<file path="src/rtl/lam_pkg.sv">
// Shared widths and configuration register indexes for the approximate word matcher.
package lam_pkg;

   localparam int CHAR_W     = 8;
   localparam int WORD_W     = 64;
   localparam int LEN_W      = 6;
   localparam int LIMIT_W    = 2;
   localparam int DIST_W     = 2;
   localparam int CSR_IDX_W  = 3;
   localparam int PAT_WORDS  = 4;
   localparam int LAYER_IDX_W = 3;

   typedef enum logic [CSR_IDX_W-1:0] {
      CSR_PAT_0_7   = 3'd0,
      CSR_PAT_8_15  = 3'd1,
      CSR_PAT_16_23 = 3'd2,
      CSR_PAT_24_31 = 3'd3,
      CSR_LENGTH    = 3'd4,
      CSR_LIMIT     = 3'd5
   } csr_idx_type;

endpackage

</file>
<file path="src/rtl/lam_if.sv">
// Channel interfaces of the approximate word matcher: text bytes, results and register writes.
interface lam_req_if;
   logic                       valid;
   logic                       ready;
   logic [lam_pkg::CHAR_W-1:0] text_char;
   logic                       word_end;

   modport source (output valid, output text_char, output word_end, input ready);
   modport sink   (input valid, input text_char, input word_end, output ready);
endinterface

interface lam_rsp_if;
   logic                       valid;
   logic                       ready;
   logic                       matched;
   logic [lam_pkg::DIST_W-1:0] distance;

   modport source (output valid, output matched, output distance, input ready);
   modport sink   (input valid, input matched, input distance, output ready);
endinterface

interface lam_csr_if;
   logic                          valid;
   logic                          ready;
   logic [lam_pkg::CSR_IDX_W-1:0] index;
   logic [lam_pkg::WORD_W-1:0]    data;

   modport source (output valid, output index, output data, input ready);
   modport sink   (input valid, input index, input data, output ready);
endinterface

</file>
<file path="src/rtl/levenshtein_automaton_match.sv">
// Top level of the approximate word matcher: a bit-parallel Levenshtein automaton.
//
// Text words arrive one byte per beat on req_bus (text_char, word_end). For
// each error layer a vector of active pattern positions is kept; every byte
// advances all layers by match, insertion and substitution, then closes the
// deletion moves. The beat that carries word_end produces one beat on rsp_bus
// (matched, distance); other beats produce nothing. The next byte re-seeds the
// vectors from the start state under the current registers.
// Pattern bytes, pattern length and error limit are written on csr_bus, which
// is always ready; write them only while no byte is in flight.
// Throughput: one byte per cycle while no word-end byte waits on a held result. A
// result passes through the input register, then the result register. The
// only recurrence is the vector update, one combinational pass of compare,
// shift and a closure chain across the error layers.
// A held result on a stalled rsp_bus stops only a waiting word-end byte; other
// bytes keep flowing. Reset clears the configuration, valid flags and automaton state, and arms the seed.
module levenshtein_automaton_match #(
   parameter int MAX_PATTERN = 32,
   parameter int MAX_ERRORS  = 3
) (
   input  logic clock,
   input  logic reset,
   lam_req_if.sink   req_bus,
   lam_rsp_if.source rsp_bus,
   lam_csr_if.sink   csr_bus
);

   localparam int VW = MAX_PATTERN + 1;
   localparam int PAT_WORDS_C = lam_pkg::PAT_WORDS;

   typedef logic [MAX_ERRORS:0][VW-1:0] layers_type;

   // Configuration registers
   logic [PAT_WORDS_C-1:0][lam_pkg::WORD_W-1:0] pat_ff;
   logic [lam_pkg::LEN_W-1:0]   len_cfg_ff;
   logic [lam_pkg::LIMIT_W-1:0] limit_cfg_ff;

   // Input stage
   logic                       in_valid_ff;
   logic [lam_pkg::CHAR_W-1:0] in_char_ff;
   logic                       in_end_ff;

   // Automaton state
   layers_type act_ff;
   layers_type act_in;
   logic       word_start_ff;

   // Result stage
   logic                       rsp_valid_ff;
   logic                       rsp_matched_ff;
   logic [lam_pkg::DIST_W-1:0] rsp_dist_ff;
   logic                       rsp_matched_in;
   logic [lam_pkg::DIST_W-1:0] rsp_dist_in;

   logic                                s1_fire;
   logic [lam_pkg::LEN_W-1:0]           len_eff;
   logic [lam_pkg::LAYER_IDX_W-1:0]     k_eff;
   logic [VW-1:0]                       low_mask;
   logic [VW-1:0]                       all_mask;
   logic [VW-1:0]                       hit;
   logic [MAX_ERRORS:0]                 layer_en;
   layers_type                          seed_vec;
   layers_type                          cur;
   layers_type                          raw;
   logic [lam_pkg::LAYER_IDX_W-1:0]     dist_sel;
   logic                                any_fin;

   // Deletion closure: layer e position i feeds layer e+1 position i+1
   function automatic layers_type close_layers(input layers_type v,
                                               input logic [VW-1:0] low,
                                               input logic [VW-1:0] all,
                                               input logic [MAX_ERRORS:0] en);
      layers_type r;
      r = '0;
      for (int e = 0; e <= MAX_ERRORS; e++) begin
         if (en[e]) begin
            if (e > 0) begin
               r[e] = (v[e] | ((r[e-1] & low) << 1)) & all;
            end else begin
               r[e] = v[e] & all;
            end
         end
      end
      return r;
   endfunction

   // Saturate length and limit, build position masks
   always_comb begin
      if (len_cfg_ff > lam_pkg::LEN_W'(MAX_PATTERN)) begin
         len_eff = lam_pkg::LEN_W'(MAX_PATTERN);
      end else begin
         len_eff = len_cfg_ff;
      end
      if (lam_pkg::LAYER_IDX_W'(limit_cfg_ff) > lam_pkg::LAYER_IDX_W'(MAX_ERRORS)) begin
         k_eff = lam_pkg::LAYER_IDX_W'(MAX_ERRORS);
      end else begin
         k_eff = lam_pkg::LAYER_IDX_W'(limit_cfg_ff);
      end
      for (int i = 0; i < VW; i++) begin
         low_mask[i] = lam_pkg::LEN_W'(i) < len_eff;
         all_mask[i] = lam_pkg::LEN_W'(i) <= len_eff;
      end
      for (int e = 0; e <= MAX_ERRORS; e++) begin
         layer_en[e] = lam_pkg::LAYER_IDX_W'(e) <= k_eff;
      end
   end

   // Compare the text byte against every pattern position in use
   always_comb begin
      hit = '0;
      for (int i = 0; i < MAX_PATTERN; i++) begin
         hit[i] = low_mask[i] &&
                  (pat_ff[i / 8][(i % 8) * 8 +: lam_pkg::CHAR_W] == in_char_ff);
      end
   end

   // Advance every layer and close
   always_comb begin
      seed_vec       = '0;
      seed_vec[0][0] = 1'b1;
      if (word_start_ff) begin
         cur = close_layers(seed_vec, low_mask, all_mask, layer_en);
      end else begin
         cur = act_ff;
      end
      raw = '0;
      for (int e = 0; e <= MAX_ERRORS; e++) begin
         raw[e] = (cur[e] & hit) << 1;
         if (e > 0) begin
            raw[e] = raw[e] | cur[e-1] | ((cur[e-1] & low_mask) << 1);
         end
      end
      act_in = close_layers(raw, low_mask, all_mask, layer_en);
   end

   // Lowest layer that reached the final position
   always_comb begin
      dist_sel = '0;
      any_fin  = 1'b0;
      for (int e = MAX_ERRORS; e >= 0; e--) begin
         if (|(act_in[e] & all_mask & ~low_mask)) begin
            dist_sel = lam_pkg::LAYER_IDX_W'(e);
            any_fin  = 1'b1;
         end
      end
      rsp_matched_in = any_fin;
      rsp_dist_in    = dist_sel[lam_pkg::DIST_W-1:0];
   end

   // Handshakes: a word-end byte waits only for room in the result register
   assign s1_fire       = in_valid_ff && (!in_end_ff || !rsp_valid_ff || rsp_bus.ready);
   assign req_bus.ready = !in_valid_ff || s1_fire;
   assign csr_bus.ready = 1'b1;

   assign rsp_bus.valid    = rsp_valid_ff;
   assign rsp_bus.matched  = rsp_matched_ff;
   assign rsp_bus.distance = rsp_dist_ff;

   // Configuration writes
   always_ff @(posedge clock) begin
      if (reset) begin
         pat_ff       <= '0;
         len_cfg_ff   <= '0;
         limit_cfg_ff <= '0;
      end else if (csr_bus.valid) begin
         unique case (lam_pkg::csr_idx_type'(csr_bus.index))
            lam_pkg::CSR_PAT_0_7:   pat_ff[0]    <= csr_bus.data;
            lam_pkg::CSR_PAT_8_15:  pat_ff[1]    <= csr_bus.data;
            lam_pkg::CSR_PAT_16_23: pat_ff[2]    <= csr_bus.data;
            lam_pkg::CSR_PAT_24_31: pat_ff[3]    <= csr_bus.data;
            lam_pkg::CSR_LENGTH:    len_cfg_ff   <= csr_bus.data[lam_pkg::LEN_W-1:0];
            lam_pkg::CSR_LIMIT:     limit_cfg_ff <= csr_bus.data[lam_pkg::LIMIT_W-1:0];
            default: ;
         endcase
      end
   end

   // Input register
   always_ff @(posedge clock) begin
      if (reset) begin
         in_valid_ff <= 1'b0;
      end else if (req_bus.ready) begin
         in_valid_ff <= req_bus.valid;
      end
      if (req_bus.ready && req_bus.valid) begin
         in_char_ff <= req_bus.text_char;
         in_end_ff  <= req_bus.word_end;
      end
   end

   // Automaton state: advance on each byte, re-arm the seed after a word end
   always_ff @(posedge clock) begin
      if (reset) begin
         act_ff        <= '0;
         word_start_ff <= 1'b1;
      end else if (s1_fire) begin
         act_ff        <= act_in;
         word_start_ff <= in_end_ff;
      end
   end

   // Result register
   always_ff @(posedge clock) begin
      if (reset) begin
         rsp_valid_ff <= 1'b0;
      end else if (s1_fire && in_end_ff) begin
         rsp_valid_ff <= 1'b1;
      end else if (rsp_bus.ready) begin
         rsp_valid_ff <= 1'b0;
      end
      if (s1_fire && in_end_ff) begin
         rsp_matched_ff <= rsp_matched_in;
         rsp_dist_ff    <= rsp_matched_in ? rsp_dist_in : '0;
      end
   end

   // A new result only follows a word-end byte leaving the input register
   a_rsp_from_end: assert property (@(posedge clock) disable iff (reset)
      $rose(rsp_valid_ff) |-> $past(s1_fire && in_end_ff))
      else $error("result appeared without a word-end byte");

   // An unmatched word reports zero distance
   a_dist_zero: assert property (@(posedge clock) disable iff (reset)
      rsp_valid_ff && !rsp_matched_ff |-> rsp_dist_ff == '0)
      else $error("distance set on an unmatched word");

   // A word end re-arms the seed for the following byte
   a_reseed: assert property (@(posedge clock) disable iff (reset)
      s1_fire && in_end_ff |=> word_start_ff)
      else $error("seed not re-armed after word end");

   // Input stalls only behind a held result and a waiting word-end byte
   a_stall_cause: assert property (@(posedge clock) disable iff (reset)
      !req_bus.ready |-> in_valid_ff && in_end_ff && rsp_valid_ff && !rsp_bus.ready)
      else $error("input stalled without cause");

endmodule
</file>
<file path="src/flat_wrapper.sv">
// flat-port wrapper written by rule: the top's interface ports become plain ports
module levenshtein_automaton_match_flat 
#(
   parameter int MAX_PATTERN = 32,
   parameter int MAX_ERRORS  = 3
)
  (clock, reset, req_bus_valid, req_bus_text_char, req_bus_word_end, req_bus_ready, rsp_bus_valid, rsp_bus_matched, rsp_bus_distance, rsp_bus_ready, csr_bus_valid, csr_bus_index, csr_bus_data, csr_bus_ready);
  lam_req_if req_bus_i ();
  lam_rsp_if rsp_bus_i ();
  lam_csr_if csr_bus_i ();
  input  logic clock;
  input  logic reset;
  input wire logic [$bits(req_bus_i.valid)-1:0] req_bus_valid;
  input wire logic [$bits(req_bus_i.text_char)-1:0] req_bus_text_char;
  input wire logic [$bits(req_bus_i.word_end)-1:0] req_bus_word_end;
  output wire logic [$bits(req_bus_i.ready)-1:0] req_bus_ready;
  output wire logic [$bits(rsp_bus_i.valid)-1:0] rsp_bus_valid;
  output wire logic [$bits(rsp_bus_i.matched)-1:0] rsp_bus_matched;
  output wire logic [$bits(rsp_bus_i.distance)-1:0] rsp_bus_distance;
  input wire logic [$bits(rsp_bus_i.ready)-1:0] rsp_bus_ready;
  input wire logic [$bits(csr_bus_i.valid)-1:0] csr_bus_valid;
  input wire logic [$bits(csr_bus_i.index)-1:0] csr_bus_index;
  input wire logic [$bits(csr_bus_i.data)-1:0] csr_bus_data;
  output wire logic [$bits(csr_bus_i.ready)-1:0] csr_bus_ready;
  assign req_bus_i.valid = req_bus_valid;
  assign req_bus_i.text_char = req_bus_text_char;
  assign req_bus_i.word_end = req_bus_word_end;
  assign req_bus_ready = req_bus_i.ready;
  assign rsp_bus_valid = rsp_bus_i.valid;
  assign rsp_bus_matched = rsp_bus_i.matched;
  assign rsp_bus_distance = rsp_bus_i.distance;
  assign rsp_bus_i.ready = rsp_bus_ready;
  assign csr_bus_i.valid = csr_bus_valid;
  assign csr_bus_i.index = csr_bus_index;
  assign csr_bus_i.data = csr_bus_data;
  assign csr_bus_ready = csr_bus_i.ready;
  levenshtein_automaton_match #(.MAX_PATTERN(MAX_PATTERN), .MAX_ERRORS(MAX_ERRORS)) u_core (.clock(clock), .reset(reset), .req_bus(req_bus_i), .rsp_bus(rsp_bus_i), .csr_bus(csr_bus_i));
endmodule
</file>
<file path="config.mk">
export PLATFORM = sky130hd
export DESIGN_NAME = levenshtein_automaton_match_flat
export DESIGN_NICKNAME = d
export VERILOG_FILES = /design/src/rtl/lam_pkg.sv /design/src/rtl/lam_if.sv /design/src/rtl/levenshtein_automaton_match.sv /design/src/flat_wrapper.sv
export SDC_FILE = /design/constraint.sdc
export NUM_CORES = 1
export LEC_CHECK = 0
export ABC_AREA = 1
export BUFFER_PORTS_ARGS = -buffer_cell sky130_fd_sc_hd__buf_2
export CAP_MARGIN = 30
export CORE_MARGIN = 2
export CORE_UTILIZATION = 30
export CTS_CLUSTER_SIZE = 24
export DETAILED_ROUTE_END_ITERATION = 10
export SLEW_MARGIN = 20
export SYNTH_ARGS = -nofsm -noshare
export SYNTH_HDL_FRONTEND = slang
export SYNTH_SLANG_ARGS = --single-unit
</file>
<file path="constraint.sdc">
create_clock -name clock -period 2.8 [get_ports clock]
set_input_delay 0.42 -clock clock [delete_from_list [all_inputs] [get_ports clock]]
set_output_delay 0.42 -clock clock [all_outputs]
set_load 0.03 [all_outputs]
</file>
Word level (Yosys, flattened, before mapping). Cells that the tools add are included.

Register bits: 410. Bits of input ports: 81. Output and inout bits: 6. Word-level logic and storage cells: 242.

Order comparisons: 71. Eq/ne operators: 37. Mux-type cells: 22. Bitwise gates (word level): 39. Reductions and logical operators: 55.

Operators by type and width (count): $and A33 B33 Y33 (14); $and A32 B32 Y32 (13); $mux W33 (9); $or A33 B33 Y33 (9); $eq A8 B8 Y1 (32); $reduce_or A33 Y1 (4); $mux W131 (1); $le A5 B6 Y1 const A (16); $lt A5 B6 Y1 const A (16); $reduce_or A67 Y1 (1); $le A4 B6 Y1 const A (8); $lt A4 B6 Y1 const A (8); $logic_and A1 B1 Y1 (35); $reduce_or A34 Y1 (1); $not A33 Y33 (1); $mux W32 (1); $and A31 B31 Y31 (1); $le A3 B6 Y1 const A (4); $lt A3 B6 Y1 const A (4); $le A1 B6 Y1 const A (2); $le A2 B6 Y1 const A (2); $lt A1 B6 Y1 const A (2); $lt A2 B6 Y1 const A (2); $reduce_and A2 Y1 (6); other kinds (16) (32).

Longest topological paths before layout.
Depth after elaboration: 41. Gate-level depth with buffers: 26. Mapped depth without buffers: 24.

Worst setup path before layout. Ideal clock, no wire load.

Path kind: flip-flop to flip-flop. Start point: reg u_core.len_cfg_ff[5] (netlist bit). End point: reg u_core.rsp_dist_ff (netlist bit u_core.rsp_bus.distance[1]), data pin. Library setup time: 0.254 ns. Arrival: 2.198 ns. Data required time: 2.546 ns. Path slack: 0.348 ns. Cell stages (with the launch flop): 25. Path buffers: 2. Clock period less this slack: 2.452 ns. Cells stage by stage: dfxtp_1 -> buf_6 -> inv_6 -> nand3_4 -> nor2_4 -> nor2_8 -> nand2_2 -> inv_2 -> nand2_2 -> buf_6 -> nand3_1 -> nand2_1 -> inv_1 -> nand2_1 -> nand3_1 -> nand2_1 -> nand2_2 -> nand2_2 -> nand3_1 -> nand2_1 -> nor2_1 -> nand2_1 -> nor2_2 -> nand3_2 -> o21a_1.

Longest elaborated chain between the ends: 33. Elaborated cells between the ends (all ways): 162. Those cells by class: order compare (67); mux (19); bitwise (39); reduce/logical (37).

RTL lines: start, declared (line levenshtein_automaton_match.sv:35) `logic [lam_pkg::LEN_W-1:0] len_cfg_ff;`; start signal, assigned (line levenshtein_automaton_match.sv:171) `lam_pkg::CSR_LENGTH: len_cfg_ff <= csr_bus.data[lam_pkg::LEN_W-1:0];`; $gt A6 B6 Y1 (line levenshtein_automaton_match.sv:89) `if (len_cfg_ff > lam_pkg::LEN_W'(MAX_PATTERN)) begin`; $mux W6 * (line levenshtein_automaton_match.sv:89); $le A1 B6 Y1 (line levenshtein_automaton_match.sv:101) `all_mask[i] = lam_pkg::LEN_W'(i) <= len_eff;`; $mux W1 (line levenshtein_automaton_match.sv:76) `if (en[e]) begin`; $mux W33 (line levenshtein_automaton_match.sv:121) `if (word_start_ff) begin`; $and A32 B32 Y32 (line levenshtein_automaton_match.sv:78) `r[e] = (v[e] | ((r[e-1] & low) << 1)) & all;`; $and A33 B33 Y33 (line levenshtein_automaton_match.sv:78); $mux W33 (line levenshtein_automaton_match.sv:76); [13 not listed]; $or A33 B33 Y33 (line levenshtein_automaton_match.sv:78); $and A33 B33 Y33 (line levenshtein_automaton_match.sv:78); $mux W33 (line levenshtein_automaton_match.sv:76); $and A33 B33 Y33 (2 in series) (line levenshtein_automaton_match.sv:141) `if (|(act_in[e] & all_mask & ~low_mask)) begin`; $reduce_or A33 Y1 (line levenshtein_automaton_match.sv:141); $mux W1 (4 in series) (line levenshtein_automaton_match.sv:141); $not A1 Y1 (no line); $reduce_or A67 Y1 (no line); end signal, assigned (line levenshtein_automaton_match.sv:213) `rsp_dist_ff <= rsp_matched_in ? rsp_dist_in : '0;`; end, declared (line levenshtein_automaton_match.sv:51) `logic [lam_pkg::DIST_W-1:0] rsp_dist_ff;`.

Every way passes the cells marked *; elsewhere a longest branch is shown, timed or not. The select of a mux whose other input is x is not followed. A chain may end at the register's enable or synchronous reset.

Final worst setup path.
Start point: reg u_core.in_char_ff[0] (netlist bit). End point: reg u_core.rsp_dist_ff (netlist bit u_core.rsp_bus.distance[1]), data pin.

Longest elaborated chain between the ends: 26. Elaborated cells between the ends (all ways): 108. Those cells by class: eq/ne (32); mux (10); bitwise (29); reduce/logical (37).

RTL lines: start, declared (line levenshtein_automaton_match.sv:40) `logic [lam_pkg::CHAR_W-1:0] in_char_ff;`; start signal, assigned (line levenshtein_automaton_match.sv:186) `in_char_ff <= req_bus.text_char;`; $eq A8 B8 Y1 (line levenshtein_automaton_match.sv:113) `(pat_ff[i / 8][(i % 8) * 8 +: lam_pkg::CHAR_W] == in_char_ff);`; $logic_and A1 B1 Y1 (line levenshtein_automaton_match.sv:112) `hit[i] = low_mask[i] &&`; $and A32 B32 Y32 (line levenshtein_automaton_match.sv:128) `raw[e] = (cur[e] & hit) << 1;`; $and A33 B33 Y33 (line levenshtein_automaton_match.sv:80) `r[e] = v[e] & all;`; $mux W33 (line levenshtein_automaton_match.sv:76); $and A32 B32 Y32 (line levenshtein_automaton_match.sv:78); $or A33 B33 Y33 (line levenshtein_automaton_match.sv:78); $and A33 B33 Y33 (line levenshtein_automaton_match.sv:78); [6 not listed]; $or A33 B33 Y33 (line levenshtein_automaton_match.sv:78); $and A33 B33 Y33 (line levenshtein_automaton_match.sv:78); $mux W33 (line levenshtein_automaton_match.sv:76); $and A33 B33 Y33 (2 in series) (line levenshtein_automaton_match.sv:141); $reduce_or A33 Y1 (line levenshtein_automaton_match.sv:141); $mux W1 (4 in series) (line levenshtein_automaton_match.sv:141); $not A1 Y1 (no line); $reduce_or A67 Y1 (no line).

Parallel ways exist; a longest one is shown, timed or not.

==> flow_summary.ini <==
[synthesis]
synth_top_cell_by_area = dfxtp_1
synth_edf_count = 12
avgSynthCellArea_um2 = 6.65
synth.yosys.warnings = 0
synth_top_area_share_pct = 35.4
syn_nets = 3457
async_reset_ff_share_pct = 0
synth_area_mm2 = 0.0225
synth.distinct_cells = 59
synthCells = 3376
ys.flop_type = dfxtp_1
synth-seq-area-share_pct = 37.0
synth_seq_cells = 409
ys_top_cells_by_area = dfxtp_1 35%, nand2_1 10%, nor2_1 9.8%

[clock_tree]
worstSkewPairLatency_ps = 610
numCtsBuffers = 48
htree_levels = 2
clock-root-buffer = clkbuf_16
cts_buffer_depth = 3
cts.sinks = 409
clk_pin_slew_worst_paths_ps = 60
cts_tree = yes

[flow_run]
cap_violations = 0

[place]
port_buffers = 85
dp.cells = 4600
dp_hpwl_um = 57000
routabilityCongestion = 0.907

[setup_path]
cp_top_family = simple AND/OR/NAND/NOR gates
worst-setup-path-type = reg2reg
startpoint = u_core.in_char_ff[0]$_DFFE_PP_
timing.critical_path.buf_inv = 3
crit_path_max_incr_delay_ps = 420
crit_arrival_ps = 3310
crit_path_frequent_cell = nand2_2
cp_slowest_cell = edfxtp_1
startpoint_type = flop
cp.required_ps = 3160
rr_startpoint = u_core.in_char_ff[0]$_DFFE_PP_
cp-end-kind = flop
crit_chain = buf_12, xnor2_1, nand4_1, nor2_2, buf_4, buf_4, nand3_1, nand3_2, o21ai_2, nand2_1, nand2_2, nand2_2, nand3_2, nand2_2, nor2_4, nand2_2, nor2_4, nand3_2, o21a_1
reg2reg_slack_ps = -150
worstPathMaxFanout = 8

[pwr]
ir_drop_mv = 0.638
pwr-share-comb_pct = 14.1
internal_power_w = 0.0108
power.leakage_nw = 12.6
power_density_mw_per_mm2 = 510
netSwitchingPower_w = 0.00407
p_sw_share_pct = 27.4
p_clk_share_pct = 43.7
seqPwrFrac_pct = 42.2

[grt]
grt_max_degree = 92
antenna_found_initial = 1
grt_pass1_vias = 21900
grt_pass1_wl_um = 123000
gr-usage-all-layers_pct = 19.9
grt_overflow = 0

[timing]
fin_crit_ps = 2950
slew-limit-headroom_pct = 47.1
clock.fmax_mhz = 339
finalWorstSetupSlack_ps = -154
finalSetupTns_ps = -359
setup_viol = 3
hold_violations = 0
tightest_slew_ps = 793
rsz0062_at_grt = true
period_share_pct = 106
skew_ps = 26.7
drv_slew = 0

[detailed_routing]
drt_iter0_markers = 1609
vias = 23000
first_pass_iters = 6
finalWirelength_um = 79000
route.detailed.drc = 0
ant_nets = 0
post_drt_wl_per_cell_um = 16.8
avgViaCountPerCell = 4.88

[floorplanning]
initial_core_util_pct = 30.2
io-pin-count = 87
rows = 100
die_area_mm2 = 0.0770
core_mm2 = 0.0743
die_h_um = 278
die_w_um = 278

[final_layout]
fillers = 7844
drive_gt1_share_pct = 21.2
syn2layout_area_growth_pct = 29.8
final_nets = 3790
stdcell_count = 4714

[min_path]
hold_start = req_bus_text_char[5]
hold_path.class = in2reg

[outcome]
violations = negative setup slack
status = finished, violations left
[metrics by stage]
stage | hold slack (ps) | cell area, um^2 | worst slack (ps) | utilization [%] | total power (W)
5_1_grt | 9.34 | 29100 | -285 | 39.2 | 0.0154
3_5_place_dp | 447 | 26600 | -314 | 35.7 | 0.00836
2_1_floorplan | 434 | 22500 | 348 | - | 0.00750
4_1_cts | 3.61 | 28500 | -52.6 | 38.4 | 0.0149
6_report | 19.4 | 29100 | -154 | 39.2 | 0.0149
3_3_place_gp | 444 | 26600 | -303 | 35.7 | 0.00834
[synth_stat cells (3+ instances only)]
cell        n
o21bai_1    4
nor3_1     13
o21ai_0   438
edfxtp_1   12
nor2_2      5
nor2_8      3
o21ai_2     6
nand3_1   156
a31oi_1    19
or2_2       3
buf_2      46
o22ai_1    35
inv_2      24
a21oi_1   280
nand3_2     7
xnor2_1   113
nor2_4      7
buf_4       3
a211oi_1    4
inv_1     264
o21ai_4     3
nand4_1    38
nand2_1   610
xor2_1     82
nand3b_1    5
nor2_1    585
clkbuf_1  140
nand2_4     5
buf_1       5
nand2_2    10
buf_6      11
o21ai_1     8
a21oi_2     3
dfxtp_1   397
[power groups by stage]
stage                     Clock [W]  Combinational [W]  Sequential, W
after floorplan                   0            0.00115        0.00634
after global placement            0            0.00196        0.00638
after detailed placement          0            0.00197        0.00638
after CTS                   0.00658            0.00202        0.00626
after global routing        0.00682            0.00230        0.00629
final                       0.00649            0.00210        0.00627
[flip-flops by register name (all words and copies together) (netlist names)]
register,count
u_core.pat_ff,256
u_core.act_ff,130
u_core.in_char_ff,8
u_core.len_cfg_ff,6
u_core.limit_cfg_ff,2
u_core.rsp_bus.distance,2
u_core.in_end_ff,1
u_core.in_valid_ff,1
u_core.rsp_bus.matched,1
u_core.rsp_bus.valid,1
u_core.word_start_ff,1
[worst register-to-register path, delay by kind of cell (launching register included)]
kind / cells / cell delay (ps)
and+or+nand+nor: 13 / 1270
buffers and inverters: 3 / 450
AOI/OAI and AO/OA: 2 / 430
DFF: 1 / 420
xor gates and xnor gates: 1 / 140
[routing by layer]
metal | track usage, % | wire [um] | share of wire, % | vias to the layer above
met4 | 5.78 | 2170 | 2.7 | 2
met5 | 0 | 11 | 0.014 | -
met3 | 2.63 | 4390 | 5.6 | 115
met1 | 26.8 | 35900 | 45 | 10700
li1 | - | - | - | 11600
met2 | 33.3 | 36500 | 46 | 602
[what timing repair did]
action | CTS | global route
hold buffers | 5 | 0
endpoints found under the hold margin | 5 | 0
gates cloned | 0 | 2
setup endpoints to repair | 3 | 5
pin swaps | 27 | 55
resized for setup | 86 | 106
buffers inserted | 10 | 20
[kinds of logic (layout without fill, tap and decap cells)]
family | Yosys count | count (layout) | share of synthesized area [%]
AO/OA/AOI/OAI | 814 | 814 | 19.1
XOR/XNOR | 195 | 195 | 7.61
buffers and inverters | 497 | 865 | 9.02
flip-flops | 409 | 409 | 37.0
other | 1 | 2 | 0.0167
AND/OR/NAND/NOR | 1460 | 1460 | 27.3
[worst paths after layout]
path	to	cells after the start
min	u_core.in_char_ff[5]$_DFFE_PP_	1
max	u_core.rsp_bus.distance[1]$_SDFFCE_PP0P_	19
min reg2reg	u_core.pat_ff[213]$_SDFFE_PP0P_	2
max reg2reg	u_core.rsp_bus.distance[1]$_SDFFCE_PP0P_	19
[placed cells by master (no fill, tap or decap), types with 27 or more instances in the layout]
cell type	synthesis	routed
buf_12	0	42
xnor2_1	113	107
inv_1	264	254
inv_2	24	27
o21ai_0	438	435
nor2_1	585	540
xor2_1	82	78
nand3_2	7	32
nand2_2	10	51
buf_2	46	85
nand4_1	38	38
clkbuf_16	0	50
nor2_2	5	32
nand2_1	610	566
buf_4	3	340
dfxtp_1	397	394
nand3_1	156	129
a21oi_1	280	278
o22ai_1	35	29
[area by class of cell]
cell class / count / area, um^2 / share of cell area [%]
well taps: 969 / 1210 / 4.16
clock buffers: 71 / 1400 / 4.80
diodes: 1 / 2.50 / 0.00859
multi-input cells: 2470 / 12700 / 43.7
repair buffers: 489 / 4120 / 14.1
flip-flops and latches: 409 / 8310 / 28.5
clock inverters: 14 / 215 / 0.739
inverters: 291 / 1130 / 3.88
No activity file was read; power rests on OpenSTA's default activity.
